## config.mk

```make
export PLATFORM = sky130hd
export DESIGN_NAME = ppp_frame_transmitter_unit
export DESIGN_NICKNAME = d
export VERILOG_FILES = /design/src/ppp_ft_pkg.sv /design/src/ppp_ft_front.sv /design/src/ppp_ft_fifo.sv /design/src/ppp_ft_back.sv /design/src/ppp_frame_transmitter_unit.sv
export SDC_FILE = /design/constraint.sdc
export NUM_CORES = 1
export LEC_CHECK = 0
export BUFFER_PORTS_ARGS = -buffer_cell sky130_fd_sc_hd__clkbuf_2
export CAP_MARGIN = 20
export CORE_MARGIN = 5
export CORE_UTILIZATION = 45
export CTS_CLUSTER_DIAMETER = 120
export DETAILED_ROUTE_END_ITERATION = 8
export GPL_TIMING_DRIVEN = 0
export REMOVE_ABC_BUFFERS = 1
export SLEW_MARGIN = 0
export SYNTH_ARGS = -nofsm -noshare
export SYNTH_HDL_FRONTEND = slang
export SYNTH_SLANG_ARGS = --single-unit
```

## constraint.sdc

```tcl
create_clock -name clock -period 5.6 [get_ports clock]
set_clock_uncertainty 0.1 [all_clocks]
set_input_delay 0.28 -clock clock [delete_from_list [all_inputs] [get_ports clock]]
set_output_delay 0.28 -clock clock [all_outputs]
set_load 0.01 [all_outputs]
```

## src/ppp_ft_pkg.sv

```systemverilog
// Shared types, constants and functions of the PPP frame transmitter.
// Used by every module of the block; depends on nothing else.
`default_nettype none

package ppp_ft_pkg;

   localparam logic [15:0] FCS_SEED = 16'h3C7C;
   localparam logic [15:0] FCS_POLY = 16'h8408;
   localparam logic [15:0] FCS_INV  = 16'hFFFF;
   localparam logic [7:0]  FLAG_BYTE = 8'h7E;
   localparam logic [7:0]  ESC_BYTE  = 8'h7D;
   localparam logic [7:0]  ESC_XOR   = 8'h20;
   localparam logic [7:0]  XON_BYTE  = 8'h11;
   localparam logic [7:0]  DC2_BYTE  = 8'h12;
   localparam logic [7:0]  XOFF_BYTE = 8'h13;
   localparam logic [7:0]  ADDR_BYTE = 8'hFF;
   localparam logic [7:0]  CTRL_BYTE = 8'h03;
   localparam logic [7:0]  PROT_HI_BYTE = 8'h40;
   localparam logic [7:0]  PROT_LO_BYTE = 8'h41;

   // Depth of the command queue between front and back; a power of two.
   localparam int QDEPTH = 4;
   localparam int QPTR_W = $clog2(QDEPTH);

   typedef struct packed {
      logic [7:0] payload_byte;
      logic       is_last;
      logic       empty_frame;
   } req_type;

   typedef struct packed {
      logic [7:0] line_byte;
      logic       run_last;
      logic       frame_done;
   } rsp_type;

   // One classified request as handed from the front to the back.
   typedef struct packed {
      logic        header;
      logic        has_byte;
      logic [7:0]  payload_byte;
      logic        tail;
      logic [15:0] fcs;
   } cmd_type;

   typedef enum logic [3:0] {
      PH_HDR0,
      PH_HDR1,
      PH_HDR2,
      PH_HDR3,
      PH_HDR4,
      PH_DATA,
      PH_FCS_LO,
      PH_FCS_HI,
      PH_FLAG
   } phase_type;

   function automatic logic [15:0] fcs_update(input logic [15:0] fcs, input logic [7:0] b);
      logic [15:0] c;
      c = fcs ^ {8'h00, b};
      for (int k = 0; k < 8; k++) begin
         if (c[0]) begin
            c = (c >> 1) ^ FCS_POLY;
         end else begin
            c = c >> 1;
         end
      end
      return c;
   endfunction

   function automatic logic needs_escape(input logic [7:0] b);
      return (b == XON_BYTE) || (b == DC2_BYTE) || (b == XOFF_BYTE) ||
             (b == ESC_BYTE) || (b == FLAG_BYTE);
   endfunction

endpackage

`default_nettype wire

```

## src/ppp_ft_front.sv

```systemverilog
// Front part: accepts requests, tracks frame state and the running FCS,
// and turns each request into a command. Depends on ppp_ft_pkg.
`default_nettype none

module ppp_ft_front
   import ppp_ft_pkg::*;
(
   input  wire logic    clock,
   input  wire logic    reset,
   input  wire logic    req_push,
   input  wire req_type req_data,
   input  wire logic    q_full,
   output logic         q_push,
   output cmd_type      q_data
);

   logic        in_frame_ff, in_frame_in;
   logic [15:0] fcs_ff, fcs_in;
   logic [15:0] fcs_next;
   logic        ends_frame;

   always_comb begin
      q_push     = req_push && !q_full;
      fcs_next   = req_data.empty_frame ? fcs_ff : fcs_update(fcs_ff, req_data.payload_byte);
      ends_frame = req_data.empty_frame || req_data.is_last;

      q_data.header       = !in_frame_ff;
      q_data.has_byte     = !req_data.empty_frame;
      q_data.payload_byte = req_data.payload_byte;
      q_data.tail         = ends_frame;
      q_data.fcs          = fcs_next ^ FCS_INV;

      in_frame_in = in_frame_ff;
      fcs_in      = fcs_ff;
      if (q_push) begin
         if (ends_frame) begin
            in_frame_in = 1'b0;
            fcs_in      = FCS_SEED;
         end else begin
            in_frame_in = 1'b1;
            fcs_in      = fcs_next;
         end
      end
   end

   always_ff @(posedge clock) begin
      if (reset) begin
         in_frame_ff <= 1'b0;
         fcs_ff      <= FCS_SEED;
      end else begin
         in_frame_ff <= in_frame_in;
         fcs_ff      <= fcs_in;
      end
   end

endmodule

`default_nettype wire

```

## src/ppp_ft_fifo.sv

```systemverilog
// Short command queue that decouples the front from the back.
// Depends on ppp_ft_pkg for the command type and the queue depth.
`default_nettype none

module ppp_ft_fifo
   import ppp_ft_pkg::*;
(
   input  wire logic    clock,
   input  wire logic    reset,
   input  wire logic    push,
   input  wire cmd_type push_data,
   output logic         full,
   input  wire logic    pop,
   output logic         empty,
   output cmd_type      pop_data
);

   cmd_type             entry_ff [QDEPTH];
   logic [QPTR_W-1:0]   wr_ptr_ff, wr_ptr_in;
   logic [QPTR_W-1:0]   rd_ptr_ff, rd_ptr_in;
   logic [QPTR_W:0]     count_ff, count_in;
   logic                do_push, do_pop;

   always_comb begin
      full     = (count_ff == (QPTR_W + 1)'(QDEPTH));
      empty    = (count_ff == '0);
      pop_data = entry_ff[rd_ptr_ff];
      do_push  = push && !full;
      do_pop   = pop && !empty;

      wr_ptr_in = do_push ? wr_ptr_ff + 1'b1 : wr_ptr_ff;
      rd_ptr_in = do_pop ? rd_ptr_ff + 1'b1 : rd_ptr_ff;
      count_in  = count_ff;
      if (do_push && !do_pop) begin
         count_in = count_ff + 1'b1;
      end else if (do_pop && !do_push) begin
         count_in = count_ff - 1'b1;
      end
   end

   always_ff @(posedge clock) begin
      if (do_push) begin
         entry_ff[wr_ptr_ff] <= push_data;
      end
   end

   always_ff @(posedge clock) begin
      if (reset) begin
         wr_ptr_ff <= '0;
         rd_ptr_ff <= '0;
         count_ff  <= '0;
      end else begin
         wr_ptr_ff <= wr_ptr_in;
         rd_ptr_ff <= rd_ptr_in;
         count_ff  <= count_in;
      end
   end

endmodule

`default_nettype wire

```

## src/ppp_ft_back.sv

```systemverilog
// Back part: walks each command through its share of header, stuffed payload, FCS
// and closing flag, one line byte per cycle unless stalled. Uses ppp_ft_pkg.
`default_nettype none

module ppp_ft_back
   import ppp_ft_pkg::*;
(
   input  wire logic    clock,
   input  wire logic    reset,
   input  wire logic    q_empty,
   input  wire cmd_type q_data,
   output logic         q_pop,
   output logic         rsp_empty,
   input  wire logic    rsp_pop,
   output rsp_type      rsp_data
);

   cmd_type   cmd_ff, cmd_in;
   logic      cmd_valid_ff, cmd_valid_in;
   phase_type phase_ff, phase_in;
   logic      esc_ff, esc_in;
   logic      out_valid_ff, out_valid_in;
   rsp_type   out_ff, out_in;

   phase_type next_phase, start_phase;
   logic      cmd_end, step_done, slot_free, fire, load, esc_next;
   logic [7:0] cur_byte, emit_byte;
   logic      emit_flag;

   always_comb begin
      // Source byte of the stuffed phases.
      case (phase_ff)
         PH_DATA:   cur_byte = cmd_ff.payload_byte;
         PH_FCS_LO: cur_byte = cmd_ff.fcs[7:0];
         PH_FCS_HI: cur_byte = cmd_ff.fcs[15:8];
         default:   cur_byte = 8'h00;
      endcase

      emit_flag = 1'b0;
      step_done = 1'b1;
      esc_next  = 1'b0;
      case (phase_ff)
         PH_HDR0: emit_byte = FLAG_BYTE;
         PH_HDR1: emit_byte = ADDR_BYTE;
         PH_HDR2: emit_byte = CTRL_BYTE;
         PH_HDR3: emit_byte = PROT_HI_BYTE;
         PH_HDR4: emit_byte = PROT_LO_BYTE;
         PH_FLAG: begin
            emit_byte = FLAG_BYTE;
            emit_flag = 1'b1;
         end
         PH_DATA, PH_FCS_LO, PH_FCS_HI: begin
            if (!esc_ff && needs_escape(cur_byte)) begin
               emit_byte = ESC_BYTE;
               esc_next  = 1'b1;
               step_done = 1'b0;
            end else if (esc_ff) begin
               emit_byte = cur_byte ^ ESC_XOR;
            end else begin
               emit_byte = cur_byte;
            end
         end
         default: emit_byte = 8'h00;
      endcase

      cmd_end = 1'b0;
      case (phase_ff)
         PH_HDR0: next_phase = PH_HDR1;
         PH_HDR1: next_phase = PH_HDR2;
         PH_HDR2: next_phase = PH_HDR3;
         PH_HDR3: next_phase = PH_HDR4;
         PH_HDR4: next_phase = cmd_ff.has_byte ? PH_DATA : PH_FCS_LO;
         PH_DATA: begin
            next_phase = PH_FCS_LO;
            cmd_end    = !cmd_ff.tail;
         end
         PH_FCS_LO: next_phase = PH_FCS_HI;
         PH_FCS_HI: next_phase = PH_FLAG;
         PH_FLAG: begin
            next_phase = PH_HDR0;
            cmd_end    = 1'b1;
         end
         default: begin
            next_phase = PH_HDR0;
            cmd_end    = 1'b1;
         end
      endcase

      if (q_data.header) begin
         start_phase = PH_HDR0;
      end else if (q_data.has_byte) begin
         start_phase = PH_DATA;
      end else begin
         start_phase = PH_FCS_LO;
      end

      slot_free = !out_valid_ff || rsp_pop;
      fire      = cmd_valid_ff && slot_free;
      load      = !q_empty && (!cmd_valid_ff || (fire && step_done && cmd_end));
      q_pop     = load;

      cmd_in       = cmd_ff;
      cmd_valid_in = cmd_valid_ff;
      phase_in     = phase_ff;
      esc_in       = esc_ff;
      if (fire) begin
         esc_in = esc_next;
         if (step_done) begin
            if (cmd_end) begin
               cmd_valid_in = 1'b0;
            end else begin
               phase_in = next_phase;
            end
         end
      end
      if (load) begin
         cmd_in       = q_data;
         cmd_valid_in = 1'b1;
         phase_in     = start_phase;
         esc_in       = 1'b0;
      end

      out_in       = out_ff;
      out_valid_in = out_valid_ff;
      if (fire) begin
         out_in.line_byte  = emit_byte;
         out_in.run_last   = step_done && cmd_end;
         out_in.frame_done = emit_flag;
         out_valid_in      = 1'b1;
      end else if (rsp_pop) begin
         out_valid_in = 1'b0;
      end

      rsp_empty = !out_valid_ff;
      rsp_data  = out_ff;
   end

   always_ff @(posedge clock) begin
      cmd_ff <= cmd_in;
      out_ff <= out_in;
   end

   always_ff @(posedge clock) begin
      if (reset) begin
         cmd_valid_ff <= 1'b0;
         phase_ff     <= PH_HDR0;
         esc_ff       <= 1'b0;
         out_valid_ff <= 1'b0;
      end else begin
         cmd_valid_ff <= cmd_valid_in;
         phase_ff     <= phase_in;
         esc_ff       <= esc_in;
         out_valid_ff <= out_valid_in;
      end
   end

endmodule

`default_nettype wire

```

## src/ppp_frame_transmitter_unit.sv

```systemverilog
// Top level of the PPP frame transmitter: front, command queue and back.
// Depends on ppp_ft_pkg, ppp_ft_front, ppp_ft_fifo and ppp_ft_back.
//
//   channel   direction  ports                           accepted when
//   request   in         req_push, req_full, req_data    req_push && !req_full
//   result    out        rsp_empty, rsp_pop, rsp_data    rsp_pop && !rsp_empty
//
// The back emits one line byte per cycle while not stalled. A request yields
// 1 or 2 line bytes for a payload byte, plus 5 for a header and 3 to 5
// for FCS and closing flag at frame end. The front takes a request every cycle
// while the four-entry command queue has room. A stalled result holds the back;
// reset empties the queue and returns to the between-frames state.
`default_nettype none

module ppp_frame_transmitter_unit
   import ppp_ft_pkg::*;
(
   input  wire logic    clock,
   input  wire logic    reset,
   input  wire logic    req_push,
   output logic         req_full,
   input  wire req_type req_data,
   output logic         rsp_empty,
   input  wire logic    rsp_pop,
   output rsp_type      rsp_data
);

   logic    q_push, q_full, q_pop, q_empty;
   cmd_type q_wr_data, q_rd_data;

   assign req_full = q_full;

   ppp_ft_front u_front (
      .clock    (clock),
      .reset    (reset),
      .req_push (req_push),
      .req_data (req_data),
      .q_full   (q_full),
      .q_push   (q_push),
      .q_data   (q_wr_data)
   );

   ppp_ft_fifo u_fifo (
      .clock     (clock),
      .reset     (reset),
      .push      (q_push),
      .push_data (q_wr_data),
      .full      (q_full),
      .pop       (q_pop),
      .empty     (q_empty),
      .pop_data  (q_rd_data)
   );

   ppp_ft_back u_back (
      .clock     (clock),
      .reset     (reset),
      .q_empty   (q_empty),
      .q_data    (q_rd_data),
      .q_pop     (q_pop),
      .rsp_empty (rsp_empty),
      .rsp_pop   (rsp_pop),
      .rsp_data  (rsp_data)
   );

endmodule

`default_nettype wire
```

==> flow_metrics.env <==
export IMPL_dpl_cell_area_um2=7640
export IMPL_clockBufferDepth=2
export IMPL_regToRegSetupSlack_ps=570
export IMPL_numCtsBuffers=17
export IMPL_cts_tree="built"
export IMPL_rsz0062_at_grt="false"
export IMPL_ir_worst_vdd_uv=235
export IMPL_yosysWarnings=0
export IMPL_synth_avg_cell_area_um2=15.4
export IMPL_yosys_area_top_type="edfxtp_1"
export IMPL_route_vias_total=3975
export IMPL_async_flop_share_pct=0
export IMPL_hold_ws_ps=16.9
export IMPL_cts_sinks=177
export IMPL_dr_first_iter_drc_count=360
export IMPL_cp_cell_sequence="nor2b_1 -> o2bb2ai_1 -> a211oi_2 -> a2111oi_1 -> nand2b_4 -> inv_2 -> ha_1 -> fa_1 -> xnor2_1 -> or3_1 -> a21oi_1"
export IMPL_synth_distinct_cells=59
export IMPL_cellPowerDensity_nw_per_um2=492
export IMPL_cp_max_fo=36
export IMPL_area_growth_pct=12.9
export IMPL_cts_root_buf="clkbuf_16"
export IMPL_critPathArrivalTime_ps=5270
export IMPL_period_minus_slack_ps=5030
export IMPL_routed_via_density=5.48
export IMPL_start_util_pct=46.1
export IMPL_setup_viol=0
export IMPL_endpoint_kind="flop"
export IMPL_postCtsSetupRepairBufs=0
export IMPL_antennaDiodeCount=0
export IMPL_worst_slew_pin_slew_ps=1100
export IMPL_slowest_stage="dfxtp_1"
export IMPL_die_y_um=138
export IMPL_grt_pass1_vias=4111
export IMPL_clk_insertion_delay_late_ps=430
export IMPL_routed_wl_mm=14.2
export IMPL_io_pins=26
export IMPL_dieArea_um2=19000
export IMPL_rows=46
export IMPL_power_frac_clock_pct=31.4
export IMPL_synth_edf_count=144
export IMPL_routedWlPerCell_um=19.5
export IMPL_yosysSeqAreaShare_pct=67.9
export IMPL_critical_path_class="reg2reg"
export IMPL_htreeDepth=4
export IMPL_swShare_pct=28.6
export IMPL_synth_flop_cell="edfxtp_1"
export IMPL_relSlewSlack_pct=26.6
export IMPL_hpwlAfterDp_mm=8.50
export IMPL_fin_nets=516
export IMPL_max_freq_mhz=199
export IMPL_hold_viol=0
export IMPL_p_leak_nw=2.71
export IMPL_grt_max_degree=37
export IMPL_hp_class="in2reg"
export IMPL_antenna_found_initial=0
export IMPL_ant_nets=0
export IMPL_groute_usage_overall_pct=16.2
export IMPL_globalplace_congestion=0.766
export IMPL_startpoint_type="flop"
export IMPL_io_buffers=25
export IMPL_drtPass1Iterations=5
export IMPL_switching_power_mw=1.16
export IMPL_post_route_period_util_pct=89.8
export IMPL_final_core_util_pct=52.0
export IMPL_power_frac_comb_pct=21.9
export IMPL_netlist_area_leader_share_pct=58.9
export IMPL_final_layout_size_suffix_gt1_share_pct=19.8
export IMPL_cp_slowest_stage_delay_ps=1040
export IMPL_fin_ws_ps=574
export IMPL_p_int_mw=2.91
export IMPL_die_w_um=138
export IMPL_seqPwrFrac_pct=46.7
export IMPL_critPathBufInv=1
export IMPL_clk_pin_slew_ps=60
export IMPL_grt_pass1_wl_mm=22.6
export IMPL_status="complete, no violations"
export IMPL_core_area_um2=15900
export IMPL_worstPathRequired_ps=5840
export IMPL_synth_cells=478
export IMPL_netlist_area_um2=7340
export IMPL_stdcell_area_um2=8290
export IMPL_grt_overflow=0
export IMPL_synth_area_leaders="edfxtp_1 59%, dfxtp_1 9.0%, mux4_2 8.3%, xnor2_1 2.9%, nor2_1 2.4%"
export IMPL_fin_tns_setup_ps=0
export IMPL_ys_ff_latch=177
export IMPL_critPathTopFamily="simple AND/OR/NAND/NOR gates"
export IMPL_maxSlewViolCount=0
export IMPL_post_place_ws_ps=590
export IMPL_cap_violations=0
export IMPL_drc_errors=0
==> power by group through the flow <==
| stage | Sequential, mW | Clock, mW | Combinational, mW |
|---|---|---|---|
| after CTS | 1.91 | 1.30 | 0.908 |
| after detailed placement | 1.94 | 0 | 0.903 |
| final | 1.90 | 1.28 | 0.895 |
| after global routing | 1.93 | 1.36 | 0.991 |
| after global placement | 1.95 | 0 | 0.856 |
| after floorplan | 1.90 | 0 | 0.635 |
==> layout make-up <==
class                   instances  area [um^2]
fillers                      1329         7650
flip-flops and latches        177         4990
multi-input cells             260         2190
clock buffers                  18          429
well taps                     216          270
clock inverters                14          211
repair buffers                 27          155
inverters                      13         48.8
==> sequential cells by signal, indices dropped and copies added, names as in the netlist, named ones only <==
signal,flops
u_fifo.entry_ff,108
u_back.cmd_ff,26
u_front.fcs_ff,16
u_back.rsp_data,10
u_back.phase_ff,4
u_fifo.count_ff,3
u_fifo.rd_ptr_ff,2
u_fifo.wr_ptr_ff,2
u_back.cmd_valid_ff,1
u_back.esc_ff,1
u_back.out_valid_ff,1
u_front.in_frame_ff,1
==> synthesized netlist by cell type (2+ instances only) <==
library cell	instances
o21bai_1	3
or3_1	4
edfxtp_1	144
buf_2	3
a21o_1	2
inv_1	11
and2_1	6
nor2_1	47
or4_1	2
buf_1	4
nor2b_1	6
a31oi_1	2
nand3_1	2
nand2_1	8
and3b_1	3
o21ai_0	14
a211oi_1	2
xnor2_1	24
a221o_1	2
clkbuf_1	18
inv_2	2
mux4_2	27
o2bb2ai_1	5
buf_4	2
ha_1	5
nand2b_1	3
nor3_1	8
mux2_2	2
a22oi_1	5
a21oi_1	25
mux2i_1	13
nor4_1	9
xor2_1	6
a2111oi_1	2
dfxtp_1	33
==> metrics by stage <==
step	cells	total power [mW]
after floorplan	450	2.54
after global placement	691	2.81
after detailed placement	692	2.84
after CTS	725	4.12
after global routing	725	4.28
final	725	4.08
==> logic make-up (layout without fill, tap and decap cells) <==
| kind of cell | count (synthesis) | after routing | share of synthesized area [%] |
|---|---|---|---|
| buf+inv | 41 | 72 | 2.35 |
| flops | 177 | 177 | 67.9 |
| mux | 42 | 42 | 10.4 |
| simple gates | 104 | 104 | 7.38 |
| xor+xnor | 30 | 30 | 3.58 |
| compound gates | 78 | 78 | 7.33 |
| fa+ha+maj | 6 | 6 | 1.12 |
==> path summary, 6_finish.rpt <==
kind / from / end / cells after the start
setup / recovery: u_back.phase_ff[1]$_SDFFE_PP0P_ / u_fifo.count_ff[2]$_SDFFE_PP0P_ / 11
setup reg to reg: u_back.phase_ff[1]$_SDFFE_PP0P_ / u_fifo.count_ff[2]$_SDFFE_PP0P_ / 11
hold reg to reg: u_fifo.count_ff[2]$_SDFFE_PP0P_ / u_fifo.count_ff[2]$_SDFFE_PP0P_ / 2
hold / removal: req_data[3] / u_fifo.entry_ff[3][18]$_DFFE_PP_ / 1
==> cells in the final DEF, fill, tap and decap left out, drive strengths merged, types with 3 or more instances in the layout <==
| master | n |
|---|---|
| nand2b | 4 |
| nor2 | 47 |
| o21ai | 14 |
| a22oi | 6 |
| edfxtp | 144 |
| xor2 | 6 |
| a21oi | 25 |
| clkbuf | 43 |
| mux2i | 13 |
| clkinvlp | 4 |
| inv | 15 |
| nand2 | 8 |
| o21bai | 3 |
| o2bb2ai | 5 |
| or3 | 4 |
| nor3 | 8 |
| a211oi | 3 |
| dfxtp | 33 |
| ha | 5 |
| nor4 | 10 |
| nor2b | 6 |
| clkinv | 3 |
| bufinv | 5 |
| xnor2 | 24 |
| mux4 | 27 |
| and3b | 3 |
| and2 | 6 |
==> layer usage <==
metal  GRT usage (%)  up-vias  routed length, um
li1                -     1874                  -
met1            21.8     2013               6490
met2            26.3       77               6990
met3            4.09       11                557
met4            4.77        0                133
met5               0        -                  0
==> timing repair <==
action | in CTS | in global routing
gates resized for setup | 0 | 0
setup endpoints to repair | 0 | 0
hold buffers | 1 | 0
endpoints found under the hold margin | 4 | 0
No activity file was read; power rests on OpenSTA's default activity.
